## config.mk

```make
export PLATFORM = sky130hd
export DESIGN_NAME = integer_to_roman_numeral_unit
export DESIGN_NICKNAME = d
export VERILOG_FILES = /design/src/design/irn_pkg.sv /design/src/design/irn_front.sv /design/src/design/irn_queue.sv /design/src/design/irn_back.sv /design/src/design/integer_to_roman_numeral_unit.sv
export SDC_FILE = /design/constraint.sdc
export NUM_CORES = 1
export LEC_CHECK = 0
export BUFFER_PORTS_ARGS = -buffer_cell sky130_fd_sc_hd__buf_2
export CAP_MARGIN = 10
export CORE_AREA = 5 5 66 127
export DETAILED_ROUTE_END_ITERATION = 12
export DIE_AREA = 0 0 71 132
export GPL_ROUTABILITY_DRIVEN = 0
export PLACE_DENSITY = 0.81
export SYNTH_ARGS = -nofsm -noshare
export SYNTH_HDL_FRONTEND = slang
export SYNTH_SLANG_ARGS = --single-unit
```

## constraint.sdc

```tcl
create_clock -name clk -period 7.3 [get_ports clk]
set_input_delay 1.46 -clock clk [delete_from_list [all_inputs] [get_ports clk]]
set_output_delay 1.46 -clock clk [all_outputs]
set_load 0.01 [all_outputs]
```

## src/design/irn_pkg.sv

```systemverilog
`timescale 1ns / 1ps
`default_nettype none

package irn_pkg;

    localparam int NUMBER_W = 12;
    localparam int SYMBOL_W = 7;
    localparam int PAIR_COUNT = 13;
    localparam int PAIR_IDX_W = 4;

    localparam logic [NUMBER_W-1:0] MAX_CONVERTIBLE = 12'd3999;

    typedef logic [1:0] kind_t;
    localparam kind_t KIND_ROMAN = 2'd0;
    localparam kind_t KIND_ZERO  = 2'd1;
    localparam kind_t KIND_ERROR = 2'd2;

    typedef struct packed {
        kind_t                kind;
        logic [NUMBER_W-1:0]  number;
    } item_t;

    localparam logic [SYMBOL_W-1:0] SYM_NONE = 7'd0;
    localparam logic [SYMBOL_W-1:0] SYM_M = 7'h4D;
    localparam logic [SYMBOL_W-1:0] SYM_D = 7'h44;
    localparam logic [SYMBOL_W-1:0] SYM_C = 7'h43;
    localparam logic [SYMBOL_W-1:0] SYM_L = 7'h4C;
    localparam logic [SYMBOL_W-1:0] SYM_X = 7'h58;
    localparam logic [SYMBOL_W-1:0] SYM_V = 7'h56;
    localparam logic [SYMBOL_W-1:0] SYM_I = 7'h49;

    localparam logic [NUMBER_W-1:0] PAIR_VALUE [PAIR_COUNT] = '{
        12'd1000, 12'd900, 12'd500, 12'd400, 12'd100, 12'd90, 12'd50,
        12'd40, 12'd10, 12'd9, 12'd5, 12'd4, 12'd1
    };

    localparam logic [SYMBOL_W-1:0] PAIR_FIRST [PAIR_COUNT] = '{
        SYM_M, SYM_C, SYM_D, SYM_C, SYM_C, SYM_X, SYM_L,
        SYM_X, SYM_X, SYM_I, SYM_V, SYM_I, SYM_I
    };

    localparam logic [SYMBOL_W-1:0] PAIR_SECOND [PAIR_COUNT] = '{
        SYM_NONE, SYM_M, SYM_NONE, SYM_D, SYM_NONE, SYM_C, SYM_NONE,
        SYM_L, SYM_NONE, SYM_X, SYM_NONE, SYM_V, SYM_NONE
    };

endpackage

`default_nettype wire

```

## src/design/irn_front.sv

```systemverilog
`timescale 1ns / 1ps
`default_nettype none

module irn_front
(
    input  wire logic                              clk,
    input  wire logic                              rst_n,
    input  wire logic                              start,
    output logic                                   busy,
    input  wire logic [irn_pkg::NUMBER_W-1:0]      number,
    input  wire logic                              queue_full,
    output logic                                   push,
    output irn_pkg::item_t                         push_item
);

    logic           valid_reg;
    logic           valid_next;
    irn_pkg::item_t item_reg;
    irn_pkg::item_t item_next;
    logic           accept;

    assign push      = valid_reg && !queue_full;
    assign busy      = valid_reg && queue_full;
    assign accept    = start && !busy;
    assign push_item = item_reg;

    always_comb
    begin
        valid_next = accept || (valid_reg && !push);
        item_next  = item_reg;
        if (accept)
        begin
            item_next.number = number;
            if (number > irn_pkg::MAX_CONVERTIBLE)
            begin
                item_next.kind = irn_pkg::KIND_ERROR;
            end
            else if (number == '0)
            begin
                item_next.kind = irn_pkg::KIND_ZERO;
            end
            else
            begin
                item_next.kind = irn_pkg::KIND_ROMAN;
            end
        end
    end

    always_ff @(posedge clk or negedge rst_n)
    begin
        if (!rst_n)
        begin
            valid_reg <= 1'b0;
        end
        else
        begin
            valid_reg <= valid_next;
        end
    end

    always_ff @(posedge clk)
    begin
        item_reg <= item_next;
    end

endmodule

`default_nettype wire

```

## src/design/irn_queue.sv

```systemverilog
`timescale 1ns / 1ps
`default_nettype none

module irn_queue
#(
    parameter int DEPTH = 2
)
(
    input  wire logic            clk,
    input  wire logic            rst_n,
    input  wire logic            push,
    input  wire irn_pkg::item_t  push_item,
    output logic                 full,
    input  wire logic            pop,
    output logic                 not_empty,
    output irn_pkg::item_t       pop_item
);

    localparam int PTR_W = (DEPTH > 1) ? $clog2(DEPTH) : 1;
    localparam int CNT_W = $clog2(DEPTH + 1);
    localparam logic [PTR_W-1:0] LAST_PTR = PTR_W'(DEPTH - 1);
    localparam logic [CNT_W-1:0] FULL_CNT = CNT_W'(DEPTH);

    irn_pkg::item_t    mem [DEPTH];
    logic [PTR_W-1:0]  wr_ptr_reg;
    logic [PTR_W-1:0]  wr_ptr_next;
    logic [PTR_W-1:0]  rd_ptr_reg;
    logic [PTR_W-1:0]  rd_ptr_next;
    logic [CNT_W-1:0]  count_reg;
    logic [CNT_W-1:0]  count_next;

    assign full      = (count_reg == FULL_CNT);
    assign not_empty = (count_reg != '0);
    assign pop_item  = mem[rd_ptr_reg];

    always_comb
    begin
        wr_ptr_next = wr_ptr_reg;
        rd_ptr_next = rd_ptr_reg;
        count_next  = count_reg;
        if (push)
        begin
            wr_ptr_next = (wr_ptr_reg == LAST_PTR) ? '0 : wr_ptr_reg + 1'b1;
        end
        if (pop)
        begin
            rd_ptr_next = (rd_ptr_reg == LAST_PTR) ? '0 : rd_ptr_reg + 1'b1;
        end
        if (push && !pop)
        begin
            count_next = count_reg + 1'b1;
        end
        else if (pop && !push)
        begin
            count_next = count_reg - 1'b1;
        end
    end

    always_ff @(posedge clk or negedge rst_n)
    begin
        if (!rst_n)
        begin
            wr_ptr_reg <= '0;
            rd_ptr_reg <= '0;
            count_reg  <= '0;
        end
        else
        begin
            wr_ptr_reg <= wr_ptr_next;
            rd_ptr_reg <= rd_ptr_next;
            count_reg  <= count_next;
        end
    end

    always_ff @(posedge clk)
    begin
        if (push)
        begin
            mem[wr_ptr_reg] <= push_item;
        end
    end

endmodule

`default_nettype wire

```

## src/design/irn_back.sv

```systemverilog
`timescale 1ns / 1ps
`default_nettype none

module irn_back
(
    input  wire logic                              clk,
    input  wire logic                              rst_n,
    input  wire logic                              queue_not_empty,
    input  wire irn_pkg::item_t                    queue_item,
    output logic                                   pop,
    output logic                                   strobe,
    output logic [irn_pkg::SYMBOL_W-1:0]           symbol,
    output logic                                   last,
    output logic                                   error
);

    logic                               active_reg;
    logic                               active_next;
    irn_pkg::kind_t                     kind_reg;
    irn_pkg::kind_t                     kind_next;
    logic [irn_pkg::NUMBER_W-1:0]       rest_reg;
    logic [irn_pkg::NUMBER_W-1:0]       rest_next;
    logic                               pend_valid_reg;
    logic                               pend_valid_next;
    logic [irn_pkg::SYMBOL_W-1:0]       pend_sym_reg;
    logic [irn_pkg::SYMBOL_W-1:0]       pend_sym_next;
    logic                               strobe_reg;
    logic                               strobe_next;
    logic [irn_pkg::SYMBOL_W-1:0]       symbol_reg;
    logic [irn_pkg::SYMBOL_W-1:0]       symbol_next;
    logic                               last_reg;
    logic                               last_next;
    logic                               error_reg;
    logic                               error_next;
    logic [irn_pkg::PAIR_IDX_W-1:0]     sel;
    logic [irn_pkg::NUMBER_W-1:0]       rest_less;
    logic                               done_now;

    // The largest step value that still fits in what remains of the number.
    always_comb
    begin
        sel = irn_pkg::PAIR_IDX_W'(irn_pkg::PAIR_COUNT - 1);
        for (int i = irn_pkg::PAIR_COUNT - 1; i >= 0; i--)
        begin
            if (rest_reg >= irn_pkg::PAIR_VALUE[i])
            begin
                sel = irn_pkg::PAIR_IDX_W'(i);
            end
        end
    end

    assign rest_less = rest_reg - irn_pkg::PAIR_VALUE[sel];

    always_comb
    begin
        done_now = 1'b0;
        if (active_reg)
        begin
            if (kind_reg != irn_pkg::KIND_ROMAN)
            begin
                done_now = 1'b1;
            end
            else if (pend_valid_reg)
            begin
                done_now = (rest_reg == '0);
            end
            else if (irn_pkg::PAIR_SECOND[sel] == irn_pkg::SYM_NONE)
            begin
                done_now = (rest_less == '0);
            end
        end
    end

    always_comb
    begin
        active_next     = active_reg;
        kind_next       = kind_reg;
        rest_next       = rest_reg;
        pend_valid_next = pend_valid_reg;
        pend_sym_next   = pend_sym_reg;
        strobe_next     = 1'b0;
        symbol_next     = symbol_reg;
        last_next       = last_reg;
        error_next      = error_reg;

        if (active_reg)
        begin
            strobe_next = 1'b1;
            error_next  = 1'b0;
            if (kind_reg != irn_pkg::KIND_ROMAN)
            begin
                symbol_next = irn_pkg::SYM_NONE;
                last_next   = 1'b1;
                error_next  = (kind_reg == irn_pkg::KIND_ERROR);
            end
            else if (pend_valid_reg)
            begin
                symbol_next     = pend_sym_reg;
                pend_valid_next = 1'b0;
                last_next       = (rest_reg == '0);
            end
            else
            begin
                symbol_next = irn_pkg::PAIR_FIRST[sel];
                rest_next   = rest_less;
                if (irn_pkg::PAIR_SECOND[sel] != irn_pkg::SYM_NONE)
                begin
                    pend_valid_next = 1'b1;
                    pend_sym_next   = irn_pkg::PAIR_SECOND[sel];
                    last_next       = 1'b0;
                end
                else
                begin
                    last_next = (rest_less == '0);
                end
            end
        end

        if (done_now)
        begin
            active_next = 1'b0;
        end
        if (pop)
        begin
            active_next     = 1'b1;
            kind_next       = queue_item.kind;
            rest_next       = queue_item.number;
            pend_valid_next = 1'b0;
        end
    end

    assign pop    = queue_not_empty && (!active_reg || done_now);
    assign strobe = strobe_reg;
    assign symbol = symbol_reg;
    assign last   = last_reg;
    assign error  = error_reg;

    always_ff @(posedge clk or negedge rst_n)
    begin
        if (!rst_n)
        begin
            active_reg     <= 1'b0;
            pend_valid_reg <= 1'b0;
            strobe_reg     <= 1'b0;
        end
        else
        begin
            active_reg     <= active_next;
            pend_valid_reg <= pend_valid_next;
            strobe_reg     <= strobe_next;
        end
    end

    always_ff @(posedge clk)
    begin
        kind_reg     <= kind_next;
        rest_reg     <= rest_next;
        pend_sym_reg <= pend_sym_next;
        symbol_reg   <= symbol_next;
        last_reg     <= last_next;
        error_reg    <= error_next;
    end

endmodule

`default_nettype wire

```

## src/design/integer_to_roman_numeral_unit.sv

```systemverilog
// Integer to Roman numeral unit.
// Input channel: drive number and raise start; the transfer happens at a rising
// edge where start is high and busy is low. Busy rises only while the front
// register holds a number and the queue behind it is full.
// Output channel: one character per cycle, each marked by strobe for exactly
// one cycle, with last high on the final character of a number. Zero gives
// one result with symbol 0; a number above 3999 gives one result with symbol 0
// and error high. The receiver cannot stall, so results are never held back.
// When the unit is empty, the first character of a number passes from the front
// register through the queue and the serializer state to the output registers.
// Throughput: the back-end serializer emits one character per cycle and stays
// busy with a number for the length of its numeral, 1 to 15 characters; a queue of
// QUEUE_DEPTH entries lets new numbers enter while the serializer works.
// Reset (rst_n low, asynchronous) empties the front register, the queue and the
// serializer and drops strobe; nothing in flight survives.
`timescale 1ns / 1ps
`default_nettype none

module integer_to_roman_numeral_unit
#(
    parameter int QUEUE_DEPTH = 2
)
(
    input  wire logic                              clk,
    input  wire logic                              rst_n,
    input  wire logic                              start,
    output logic                                   busy,
    input  wire logic [irn_pkg::NUMBER_W-1:0]      number,
    output logic                                   strobe,
    output logic [irn_pkg::SYMBOL_W-1:0]           symbol,
    output logic                                   last,
    output logic                                   error
);

    logic           queue_full;
    logic           queue_not_empty;
    logic           push;
    logic           pop;
    irn_pkg::item_t push_item;
    irn_pkg::item_t pop_item;

    irn_front u_front
    (
        .clk        (clk),
        .rst_n      (rst_n),
        .start      (start),
        .busy       (busy),
        .number     (number),
        .queue_full (queue_full),
        .push       (push),
        .push_item  (push_item)
    );

    irn_queue
    #(
        .DEPTH (QUEUE_DEPTH)
    )
    u_queue
    (
        .clk       (clk),
        .rst_n     (rst_n),
        .push      (push),
        .push_item (push_item),
        .full      (queue_full),
        .pop       (pop),
        .not_empty (queue_not_empty),
        .pop_item  (pop_item)
    );

    irn_back u_back
    (
        .clk             (clk),
        .rst_n           (rst_n),
        .queue_not_empty (queue_not_empty),
        .queue_item      (pop_item),
        .pop             (pop),
        .strobe          (strobe),
        .symbol          (symbol),
        .last            (last),
        .error           (error)
    );

endmodule

`default_nettype wire
```

# [Yosys cells after proc, flatten, opt, wreduce, memory -nomap -nowiden]
# Memories as Yosys holds them, arrays and structs flattened.
# Index checks and enable logic that the tools add are counted.
[totals] out_inout_bits=11 regBits=52 ram_bits=28 n_memories=4 input_bits=15 rom_bits=416 elab_cells=116
[mem_list] memory="(name not given)" words=16 word_bits=12 read_ports=1 rd_clocked_by_memory_dff=0 wr=0 line_no="irn_back.sv:52" source="assign rest_less = rest_reg - irn_pkg::PAIR_VALUE[sel];"
[mem_list] memory="(name not given)" words=16 word_bits=7 read_ports=1 rd_clocked_by_memory_dff=0 wr=0 line_no="irn_back.sv:67" source="else if (irn_pkg::PAIR_SECOND[sel] == irn_pkg::SYM_NONE)"
[mem_list] memory="(name not given)" words=16 word_bits=7 read_ports=1 rd_clocked_by_memory_dff=0 wr=0 line_no="irn_back.sv:104" source="symbol_next = irn_pkg::PAIR_FIRST[sel];"
[mem_list] memory="u_queue.mem" words=2 word_bits=14 read_ports=1 rd_clocked_by_memory_dff=0 wr=1 line_no="irn_queue.sv:24" source="irn_pkg::item_t mem [DEPTH];"
[op_classes] n_reduce_logical=27 n_eq_ne=4 bitwise=3 n_mux=44 n_addsub=5 n_lt_le_gt_ge=14
[op_table] cell="$mux 12" count=6
[op_table] cell="$mux 4" count=11
[op_table] cell="$logic_not 12->1" count=3
[op_table] cell="$mux 7" count=5
[op_table] cell="$ge 12x10->1 const B" count=2
[op_table] cell="$ge 12x3->1 const B" count=2
[op_table] cell="$ge 12x4->1 const B" count=2
[op_table] cell="$ge 12x6->1 const B" count=2
[op_table] cell="$ge 12x7->1 const B" count=2
[op_table] cell="$ge 12x9->1 const B" count=2
[op_table] cell="$mux 1" count=19
[op_table] cell="$gt 12x12->1 const B" count=1
[op_table] cell="$sub 12x12->12" count=1
[op_table] cell="$reduce_bool 2->1" count=5
[op_table] cell="$logic_and 1x1->1" count=7
[op_table] cell="$logic_not 7->1" count=1
[op_table] cell="$reduce_bool 7->1" count=1
[op_table] cell="$ge 5x5->1 const B" count=1
[op_table] cell="$logic_not 1->1" count=5
[op_table] cell="$not 4->5" count=1
[op_table] cell="$eq 2x2->1 const B" count=2
[op_table] cell="$mux 2" count=2
[op_table] cell="$ne 2x2->1 const B" count=2
[op_table] cell="$reduce_and 4->1" count=1
[op_table] cell="other kinds (8)" count=11

# [Depth between registers and ports, before layout]
# Gate-level depths: netlist of the first run.
[logic_depth] ltp_word=28 ltp_mapped=24

# [By module]
# From an unflattened synthesis of the first run, not the netlist that was laid out.
[unflattened] hier_cells=386 area_unflattened_um2=4433.0
[modules_own_cells] mod="irn_back" cells_each=300 n_inst=1 area_per_inst_um2=2670.1
[modules_own_cells] mod="irn_queue" cells_each=60 n_inst=1 area_per_inst_um2=1252.5
[modules_own_cells] mod="irn_front" cells_each=26 n_inst=1 area_per_inst_um2=510.5

# [Least setup slack after synthesis of the first run]
# Ideal clock, no wire load.
[synth_timing] path_type="reg2reg" startpoint="reg u_back.rest_reg[11] in the netlist's numbering" endpoint="reg u_back.rest_reg[0] in the netlist's numbering, enable pin" setup_slack_ns=1.765 t_arrival_ns=5.153 path_buffers=2 t_required_ns=6.918 setup_ns=0.382 path_stages_with_launch=21 period_less_slack_ns=5.535 cell_sequence="edfxtp_1 or3_4 or3_4 nor3b_2 a21oi_1 o21ai_1 ha_1 nor2_1 nor2_1 ha_1 fa_1 nor2b_1 o211ai_1 a31oi_1 xnor2_1 nand2_1 or4_4 a21o_1 buf_6 buf_8 o21ai_1"
[synth_between] elab_chain_cells=27 elab_cells_between_ends=45 cone_classes="add/sub (1); order compare (12); eq/ne (2); mux (20); bitwise (1); reduce/logical (7); memory (2)"
[synth_lines] item="from (decl)" line_no="irn_back.sv:21" source="logic [irn_pkg::NUMBER_W-1:0] rest_reg;"
[synth_lines] item="from (signal assigned)" line_no="irn_back.sv:157" source="rest_reg <= rest_next;"
[synth_lines] item="$ge 12x3->1" line_no="irn_back.sv:45" source="if (rest_reg >= irn_pkg::PAIR_VALUE[i])"
[synth_lines] item="$mux 3" line_no="irn_back.sv:45"
[synth_lines] item="$mux 4 (11 in a row)" line_no="irn_back.sv:45"
[synth_lines] item="$not 4->5 (not written as such)" line_no="irn_back.sv:52, irn_back.sv:67"
[synth_lines] item="$mem_v2 16x12"
[synth_lines] item="$mux 12 (not written as such) (2 in a row)" line_no="irn_back.sv:52"
[synth_lines] item="$sub 12x12->12" line_no="irn_back.sv:52"
[synth_lines] item="$logic_not 12->1" line_no="irn_back.sv:69" source="done_now = (rest_less == '0);"
[synth_lines] item="$mux 1" line_no="irn_back.sv:67"
[synth_lines] item="$mux 1 *" line_no="irn_back.sv:63" source="else if (pend_valid_reg)"
[synth_lines] item="$mux 1 *" line_no="irn_back.sv:59" source="if (kind_reg != irn_pkg::KIND_ROMAN)"
[synth_lines] item="$mux 1 *" line_no="irn_back.sv:57" source="if (active_reg)"
[synth_lines] item="$logic_or 1x1->1 *" line_no="irn_back.sv:132" source="assign pop = queue_not_empty && (!active_reg || done_now);"
[synth_lines] item="$logic_and 1x1->1 *" line_no="irn_back.sv:132"
[synth_lines] item="$ne 2x2->1 (no line) / $reduce_bool 2->1 (equally long branches)"
[synth_lines] item="$reduce_and 3->1 (no line) *"
# Mark *: on every way between the ends. The rest lies on a longest branch, timed or not. The select of a mux whose other input is x is not followed.
# A chain may end at the register's enable or synchronous reset.

# [Worst setup path after layout of the first run]
[layout_timing] startpoint="reg u_back.rest_reg[11] in the netlist's numbering" endpoint="reg u_back.rest_reg[11] in the netlist's numbering, enable pin"
# The elaborated chain is that of the path after synthesis.

==> results of run 1 <==
==> metal layers <==
metal,vias up,part of all wire,GRT usage
li1,1407,-,-
met1,1398,0.32,0.177
met2,104,0.55,0.350
met3,45,0.037,0.0405
met4,0,0.093,0.182
met5,-,0,0
==> cell families after synthesis <==
group / Yosys count
adder cells (fa/ha/maj): 19
buffers and inverters: 25
AO/OA/AOI/OAI: 81
XOR/XNOR: 9
AND/OR/NAND/NOR: 113
flip-flops: 78
multiplexers: 29
other: 1
==> synthesized netlist by cell type (2+ instances only) <==
cell       instances  area, µm²
o21ai_1            5       25.0
o31ai_1            5       37.5
a2111oi_0          4       35.0
o2111ai_1          2       17.5
nor2b_1            8       50.1
a211oi_1           3       22.5
o311a_1            2       20.0
o211ai_1           5       37.5
buf_2              2       10.0
nand2b_1           6       37.5
nor3_1             9       45.0
or2_1              2       12.5
mux2i_1           23        230
nor3_2             2       20.0
or3_4              3       33.8
nand4_1            2       12.5
a21o_1             6       45.0
inv_2              2       7.51
a211o_1            2       17.5
and3_1             4       25.0
nor3b_1            2       15.0
o21a_1             6       45.0
a31oi_1            2       12.5
xor2_1             5       43.8
inv_1             12       45.0
dfrtp_1            8        200
clkbuf_1           5       18.8
edfxtp_1          70       2100
nor4_1             4       25.0
ha_1              18        225
nor2_1            28        105
nand2_1           19       71.3
mux2_1             2       22.5
buf_6              2       22.5
o21ai_0            8       40.0
a22oi_1            2       15.0
or3_1              2       12.5
xnor2_1            4       35.0
nand3_1            7       35.0
and2_1             4       25.0
a21oi_1           19       95.1
mux2_2             4       45.0
==> worst register-to-register path: cells and delay by family, from the launching register on <==
family,cells,cell delay [ps]
AO/OA/AOI/OAI,7,2700
AND/OR/NAND/NOR,7,2170
adder cells (fa/ha/maj),2,650
flip-flops,1,480
==> worst paths after layout <==
check	startpoint	end	slack (ps)	cells after the start
setup / recovery	u_back.rest_reg[11]	u_back.rest_reg[11]	900	16
hold / removal	u_front.push_item[8]	u_queue.mem[0][8]	440	0
setup reg to reg	u_back.rest_reg[11]	u_back.rest_reg[11]	900	16
hold reg to reg	u_front.push_item[8]	u_queue.mem[0][8]	440	0
max in group asynchronous	rst_n	u_front.valid_reg	6160	1
min in group asynchronous	rst_n	u_queue.count_reg[1]	970	1
==> per-stage QoR <==
step	setup WS (ps)	area [µm²]	hold WS [ps]
3_3_place_gp	1220	4410	423
5_1_grt	526	4700	450
3_5_place_dp	943	4410	432
6_report	905	4700	444
2_1_floorplan	1760	4250	421
4_1_cts	923	4700	443
==> final cells by class <==
cell class | count | area [µm²]
Multi-Input combinational cell | 252 | 1820
Clock inverter | 7 | 65.1
Inverter | 14 | 52.6
Fill cell | 570 | 2560
Tap cell | 92 | 115
Timing Repair Buffer | 25 | 128
Sequential cell | 78 | 2300
Clock buffer | 9 | 225
==> layout by cell type (no fill, tap or decap), types with 3 or more instances in the layout <==
| cell type | Yosys | layout |
|---|---|---|
| a2111oi_0 | 4 | 4 |
| a211oi_1 | 3 | 3 |
| a21o_1 | 6 | 6 |
| a21oi_1 | 19 | 19 |
| and2_1 | 4 | 4 |
| and3_1 | 4 | 4 |
| buf_2 | 2 | 24 |
| clkbuf_16 | 0 | 9 |
| clkinv_2 | 0 | 4 |
| dfrtp_1 | 8 | 8 |
| edfxtp_1 | 70 | 70 |
| ha_1 | 18 | 18 |
| inv_1 | 12 | 12 |
| mux2_2 | 4 | 4 |
| mux2i_1 | 23 | 23 |
| nand2_1 | 19 | 19 |
| nand2b_1 | 6 | 6 |
| nand3_1 | 7 | 7 |
| nor2_1 | 28 | 28 |
| nor2b_1 | 8 | 8 |
| nor3_1 | 9 | 9 |
| nor4_1 | 4 | 4 |
| o211ai_1 | 5 | 5 |
| o21a_1 | 6 | 6 |
| o21ai_0 | 8 | 8 |
| o21ai_1 | 5 | 5 |
| o31ai_1 | 5 | 5 |
| or3_4 | 3 | 3 |
| xnor2_1 | 4 | 4 |
| xor2_1 | 5 | 5 |
==> results.toml, run 1 <==
[floorplan]
core_um2 = 7270
io_pins = 26
die_w_um = 71
initial_utilization = 0.584
rows = 44
fp.dieH_um = 132
dieArea_um2 = 9370

[cts]
clk_latency_ps = 330
ctsLongestPathBuffers = 2
cts_hold_buf = 0
post_cts_buffers = 0
htreeDepth = 3
ctsResizeCount = 0
numCtsBuffers = 9
cts_sinks = 78
cts_root_buf = "clkbuf_16"
cts_tree = "done"
cts.clk_slew.worst_paths_ps = 60

[drt]
drt_iter0_drc = 164
drc = 0
routed_wl_um = 8770
dr.pass1.iters = 5
vias = 2954
ant_nets = 0
viasPerCell = 6.19
wl_per_cell_um = 18.4

[sta]
relSlewSlack = 0.249
final_hold_viol_count = 0
timing.fmax_mhz = 156
post-route-period-util = 0.876
tightest_slew_ps = 1120
timing.final.max_slew_violations = 0
setup-tns-final_ps = 0
skew_ps = 4.63
setup_viol = 0
rsz0062_at_grt = "false"
period_minus_slack_ps = 6400

[critical_path]
path_max_fanout = 16
slowest_stage = "o21ai_1"
end_kind = "flip-flop"
max_stage_delay_ps = 720
crit_chain = "or3_4, or3_4, nor3b_2, a21oi_1, o21ai_1, ha_1, a22oi_1, ha_1, nor2b_1, o2111ai_1, nand2_1, o31ai_1, nand3_1, or4_4, a21o_1, o21ai_1"
start_kind = "flip-flop"
cp.required_ps = 7240
cp_num_buf_inv = 0
critical_path_arrival_ps = 6340
critical_path.top_delay_family = "compound AO/OA/AOI/OAI gates"
crit_type = "reg2reg"

[synth]
syn_avg_cell_area_um2 = 12.0
synth-simple-area-share = 0.149
synth_area_um2 = 4250
synth_compound_area_frac = 0.132
synth-main-ff-cell = "edfxtp_1"
synth_cell_type_count = 67
synth_warnings = 0
synth_fa_ha_area_frac = 0.0578
synth_enable_flop_cells = 70
synth-async-reset-ratio = 0.103
synth_seq_cells = 78
synth_seq_area_share = 0.542
synth_cells = 355
synth_mux_area_frac = 0.0701
syn_nets = 389
yosys.area_share.xor_xnor = 0.0186
synth_top_family_by_area = "simple AND/OR/NAND/NOR gates"

[finish]
insertedDiodeCount = 0
area_growth_pct = 10.8
largest_register_ffs = 28
final_cells = 477
layout-drive-gt1-share = 0.158
final_nets = 414
fin_util = 0.647

[placement]
placed_cells = 461
port_buffers = 24
hpwlAfterDp_um = 6780

[grt]
antenna_found_initial = 0
track_usage = 0.197
grt.overflow.total = 0
grt_pass1_vias = 2927
grt_pass1_wl_um = 14100
grt_max_degree = 18

[run]
drv_cap = 0

[run_status]
status = "finished clean"

[hold_path]
hp-class = "reg2reg"
Power of run 1 is left out: the tool's default activity adds up to more than one toggle a clock period on the data nets, which glitch-free logic cannot reach.
==> run 2, diff against run 1 <==
Settings changed: HOLD_SLACK_MARGIN set to 0.06, RECOVER_POWER set to 100.
==> run 2 against run 1 <==
Setup slack worse by 280 ps. Sequential cell count unchanged. Global-route usage unchanged. Worst hold slack better by 0.87 ps. Largest cell class unchanged. Highest routed layer unchanged.
==> results.toml, run 2 (synthesis results as in run 1) <==
[run_status]
status = "finished clean"

[finish]
layout-drive-gt1-share = 0.0883
multiInputGateArea_um2 = 1810
final_common_cell = "edfxtp_1"
final_nets = 414
ff_latch_area_um2 = 2300
largest_register_ffs = 28
nFillCells = 582
area_growth_pct = 9.96
insertedDiodeCount = 0
final_cell_mix = "edfxtp_1 (70), nor2_1 (28), mux2i_1 (23)"

[floorplan]
dieArea_um2 = 9370
core_um2 = 7270
initial_utilization = 0.584
die_w_um = 71
rows = 44
io_pins = 26
fp.dieH_um = 132

[critical_path]
ff2ff_path_depth = 16
critical_path_arrival_ps = 6620
path_max_fanout = 16
slowest_stage = "o21ai_1"
cp.required_ps = 7240
max_stage_delay_ps = 720
start_kind = "flip-flop"
crit_type = "reg2reg"
crit_chain = "or3_4, or3_4, nor3b_2, a21oi_1, o21ai_0, ha_1, a22oi_1, ha_1, nor2b_1, o2111ai_1, nand2_1, o31ai_1, nand3_1, or4_1, a21o_1, o21ai_1"
end_kind = "flip-flop"
r2r_slack_ps = 630
worstReg2RegStart = "u_back.rest_reg[11]"
r2r-end = "u_back.rest_reg[11]"

[cts]
cts_sinks = 78
cts_tree = "done"
cts_hold_buf = 0
clk_latency_ps = 330
htreeDepth = 3
numCtsBuffers = 9
cts_root_buf = "clkbuf_16"
cts.clk_slew.worst_paths_ps = 50
ctsLongestPathBuffers = 2
ctsResizeCount = 0
post_cts_buffers = 0

[sta]
period_minus_slack_ps = 6670
setup_viol = 0
tightest_slew_ps = 1110
timing.fmax_mhz = 150
rsz0062_at_grt = "false"
final_hold_viol_count = 0
skew_ps = 5.24
setup-tns-final_ps = 0
post-route-period-util = 0.914
relSlewSlack = 0.254
timing.final.max_slew_violations = 0

[hold_path]
hold_path_end = "u_queue.mem[0][8]"
hp-class = "reg2reg"
worstHoldPathCells = 0
min_from = "u_front.push_item[8]"

[drt]
drc = 0
vias = 2938
dr.pass1.iters = 5
viasPerCell = 6.16
wl_per_cell_um = 18.6
ant_nets = 0
drt_iter0_drc = 185
routed_wl_um = 8870

[grt]
track_usage = 0.197
grt_use_met1 = 0.177
grt_pass1_wl_um = 14100
grt_pass1_vias = 2927
busiest_layer = "met2"
grtUsageMet2 = 0.350
grt.overflow.total = 0
grtUsageMet3 = 0.0405
antenna_found_initial = 0
grt_max_degree = 18

[run]
drv_cap = 0

[placement]
port_buffers = 24
hpwlAfterDp_um = 6780
## run 2: worst max-delay path, delay by kind of cell, from the launching register on
kind	cells	cell delay, ps
DFF	1	480
adders and majority gates	2	690
AOI/OAI and AO/OA	7	2900
and+or+nand+nor	7	2210
## run 2: final cells by class
cell class | count | area share
clock inverters | 7 | 0.0139
flip-flops and latches | 78 | 0.493
inverters | 14 | 0.0113
multi-input cells | 252 | 0.387
well taps | 92 | 0.0247
repair buffers | 25 | 0.0214
clock buffers | 9 | 0.0482
## run 2: worst max-delay path by stage
stage / from / endpoint / slack (ps) / depth (start not counted)
6_report: u_back.rest_reg[11] / u_back.rest_reg[11] / 630 / 16
5_1_grt: u_back.rest_reg[11] / u_back.rest_reg[11] / 280 / 16
4_1_cts: u_back.rest_reg[11] / u_back.rest_reg[8] / 920 / 16
3_5_place_dp: u_back.rest_reg[11] / u_back.rest_reg[9] / 940 / 16
3_3_place_gp: u_back.rest_reg[11] / u_back.rest_reg[11] / 1220 / 18
2_1_floorplan: u_back.rest_reg[11] / u_back.rest_reg[0] / 1760 / 20
## run 2: routing by layer
metal	up-vias	wire length [µm]
li1	1407	-
met1	1390	2970
met2	98	4820
met3	43	258
met4	0	810
met5	-	0
## run 2: through the flow
| step | hold slack, ps | utilization | cells | setup WS [ps] | cell area (µm²) |
|---|---|---|---|---|---|
| floorplan | 421 | - | 355 | 1760 | 4250 |
| global placement | 423 | 0.607 | 461 | 1220 | 4410 |
| detailed placement | 432 | 0.607 | 461 | 943 | 4410 |
| CTS | 443 | 0.647 | 477 | 923 | 4700 |
| global route | 450 | 0.642 | 477 | 283 | 4670 |
| finish | 445 | 0.642 | 477 | 625 | 4670 |
Power of run 2 is left out for the same reason.
==> run 3, diff against run 2 <==
Settings changed: CORE_AREA 5 5 66 127 to 2 2 63 124, DIE_AREA 0 0 71 132 to 0 0 65 126.
==> run 3 against run 2 <==
Maximum frequency grew 1.5%. Setup slack gained 100 ps. Register-to-register slack gained 100 ps. Non-clock buffer count is the same. Largest cell class unchanged. Highest routed layer unchanged.
==> results.toml, run 3 (synthesis results as in run 1) <==
[finish]
final_common_cell = "edfxtp_1"
final_nets = 414
stdcell_area_um2 = 4650
insertedDiodeCount = 0
nFillCells = 567
largest_register_ffs = 28
layout-drive-gt1-share = 0.0909
fin_util = 0.645
final_cell_mix = "edfxtp_1 (70), nor2_1 (28), mux2i_1 (23)"
area_growth_pct = 9.49

[sta]
period_minus_slack_ps = 6570
timing.fmax_mhz = 152
final_hold_viol_count = 0
relSlewSlack = 0.227
tightest_slew_ps = 1150
setup-tns-final_ps = 0
timing.final.max_slew_violations = 0
post-route-period-util = 0.901
rsz0062_at_grt = "false"
setup_viol = 0
setup_slack_ps = 726
skew_ps = 11.4

[drt]
routed_wl_um = 9200
drc = 0
viasPerCell = 6.27
drt_iter0_drc = 270
dr.pass1.iters = 4
vias = 2992
wl_per_cell_um = 19.3
ant_nets = 0

[hold_path]
hp-class = "reg2reg"
min_from = "u_front.push_item[5]"

[placement]
placed_cell_area_um2 = 4410
hpwlAfterDp_um = 6900
port_buffers = 24
place_worst_setup_slack_ps = 935

[run]
drv_cap = 0

[critical_path]
max_stage_delay_ps = 680
start_kind = "flip-flop"
end_kind = "flip-flop"
slowest_stage = "o21ai_1"
critical_path_arrival_ps = 6520
cp-startpoint = "u_back.rest_reg[11]"
path_max_fanout = 16
worstReg2RegStart = "u_back.rest_reg[11]"
crit_chain = "or3_1, or3_1, nor3b_2, a21oi_1, o21ai_1, ha_1, mux2i_1, o21a_1, ha_1, nor2b_1, o211ai_1, a21oi_1, o31ai_1, nand3_1, or4_1, a21o_1, o21ai_1"
cp.required_ps = 7250
crit_type = "reg2reg"

[grt]
grtUsageMet2 = 0.436
track_usage = 0.240
busiest_layer = "met2"
grt.overflow.total = 0
grt_pass1_wl_um = 14600
grt_pass1_vias = 3153
grtUsageMet3 = 0.0509
grt_max_degree = 18
antenna_found_initial = 0
grt_use_met1 = 0.209

[cts]
post_cts_buffers = 0
clk_latency_ps = 330
ctsResizeCount = 0
cts_hold_buf = 0
cts_tree = "done"
cts_sinks = 78
htreeDepth = 3
numCtsBuffers = 9
cts_root_buf = "clkbuf_16"
cts.clk_slew.worst_paths_ps = 60
ctsLongestPathBuffers = 2

[floorplan]
initial_utilization = 0.589
rows = 44
fp.dieH_um = 126
io_pins = 26
core_um2 = 7210
die_w_um = 65
dieArea_um2 = 8190

[run_status]
status = "finished clean"
-- run 3: area by class of cell --
type                            count  area (µm²)  area share
Clock inverter                      5        33.8     0.00727
Multi-Input combinational cell    252        1800       0.387
Clock buffer                       11         243      0.0522
Sequential cell                    78        2300       0.495
Tap cell                           92         115      0.0248
Timing Repair Buffer               25         104      0.0223
Inverter                           14        52.6      0.0113
-- run 3: worst max-delay path: cells and delay by family, from the launching register on --
family | cells | cell delay (ps)
compound gates | 8 | 2680
flops | 1 | 480
mux | 1 | 200
fa+ha+maj | 2 | 670
simple gates | 6 | 2170
-- run 3: final timing paths --
check                                        to  slack (ps)  cells past startpoint
setup / recovery            u_back.rest_reg[11]         730                     17
hold / removal                u_queue.mem[1][5]         440                      0
setup reg to reg            u_back.rest_reg[11]         730                     17
hold reg to reg               u_queue.mem[1][5]         440                      0
max in group asynchronous    u_queue.wr_ptr_reg        5960                      1
min in group asynchronous  u_queue.count_reg[1]        1030                      1
-- run 3: stage by stage --
step           instances  hold WS (ps)
6_report             477           443
3_5_place_dp         461           433
4_1_cts              477           446
2_1_floorplan        355           421
5_1_grt              477           460
3_3_place_gp         461           422
-- run 3: layer usage --
metal / share of wire / routed length, µm / vias to the layer above
li1: - / - / 1400
met1: 0.32 / 2930 / 1440
met2: 0.57 / 5250 / 102
met3: 0.032 / 294 / 50
met4: 0.080 / 734 / 0
met5: 0 / 0 / -
Power of run 3 is left out for the same reason.
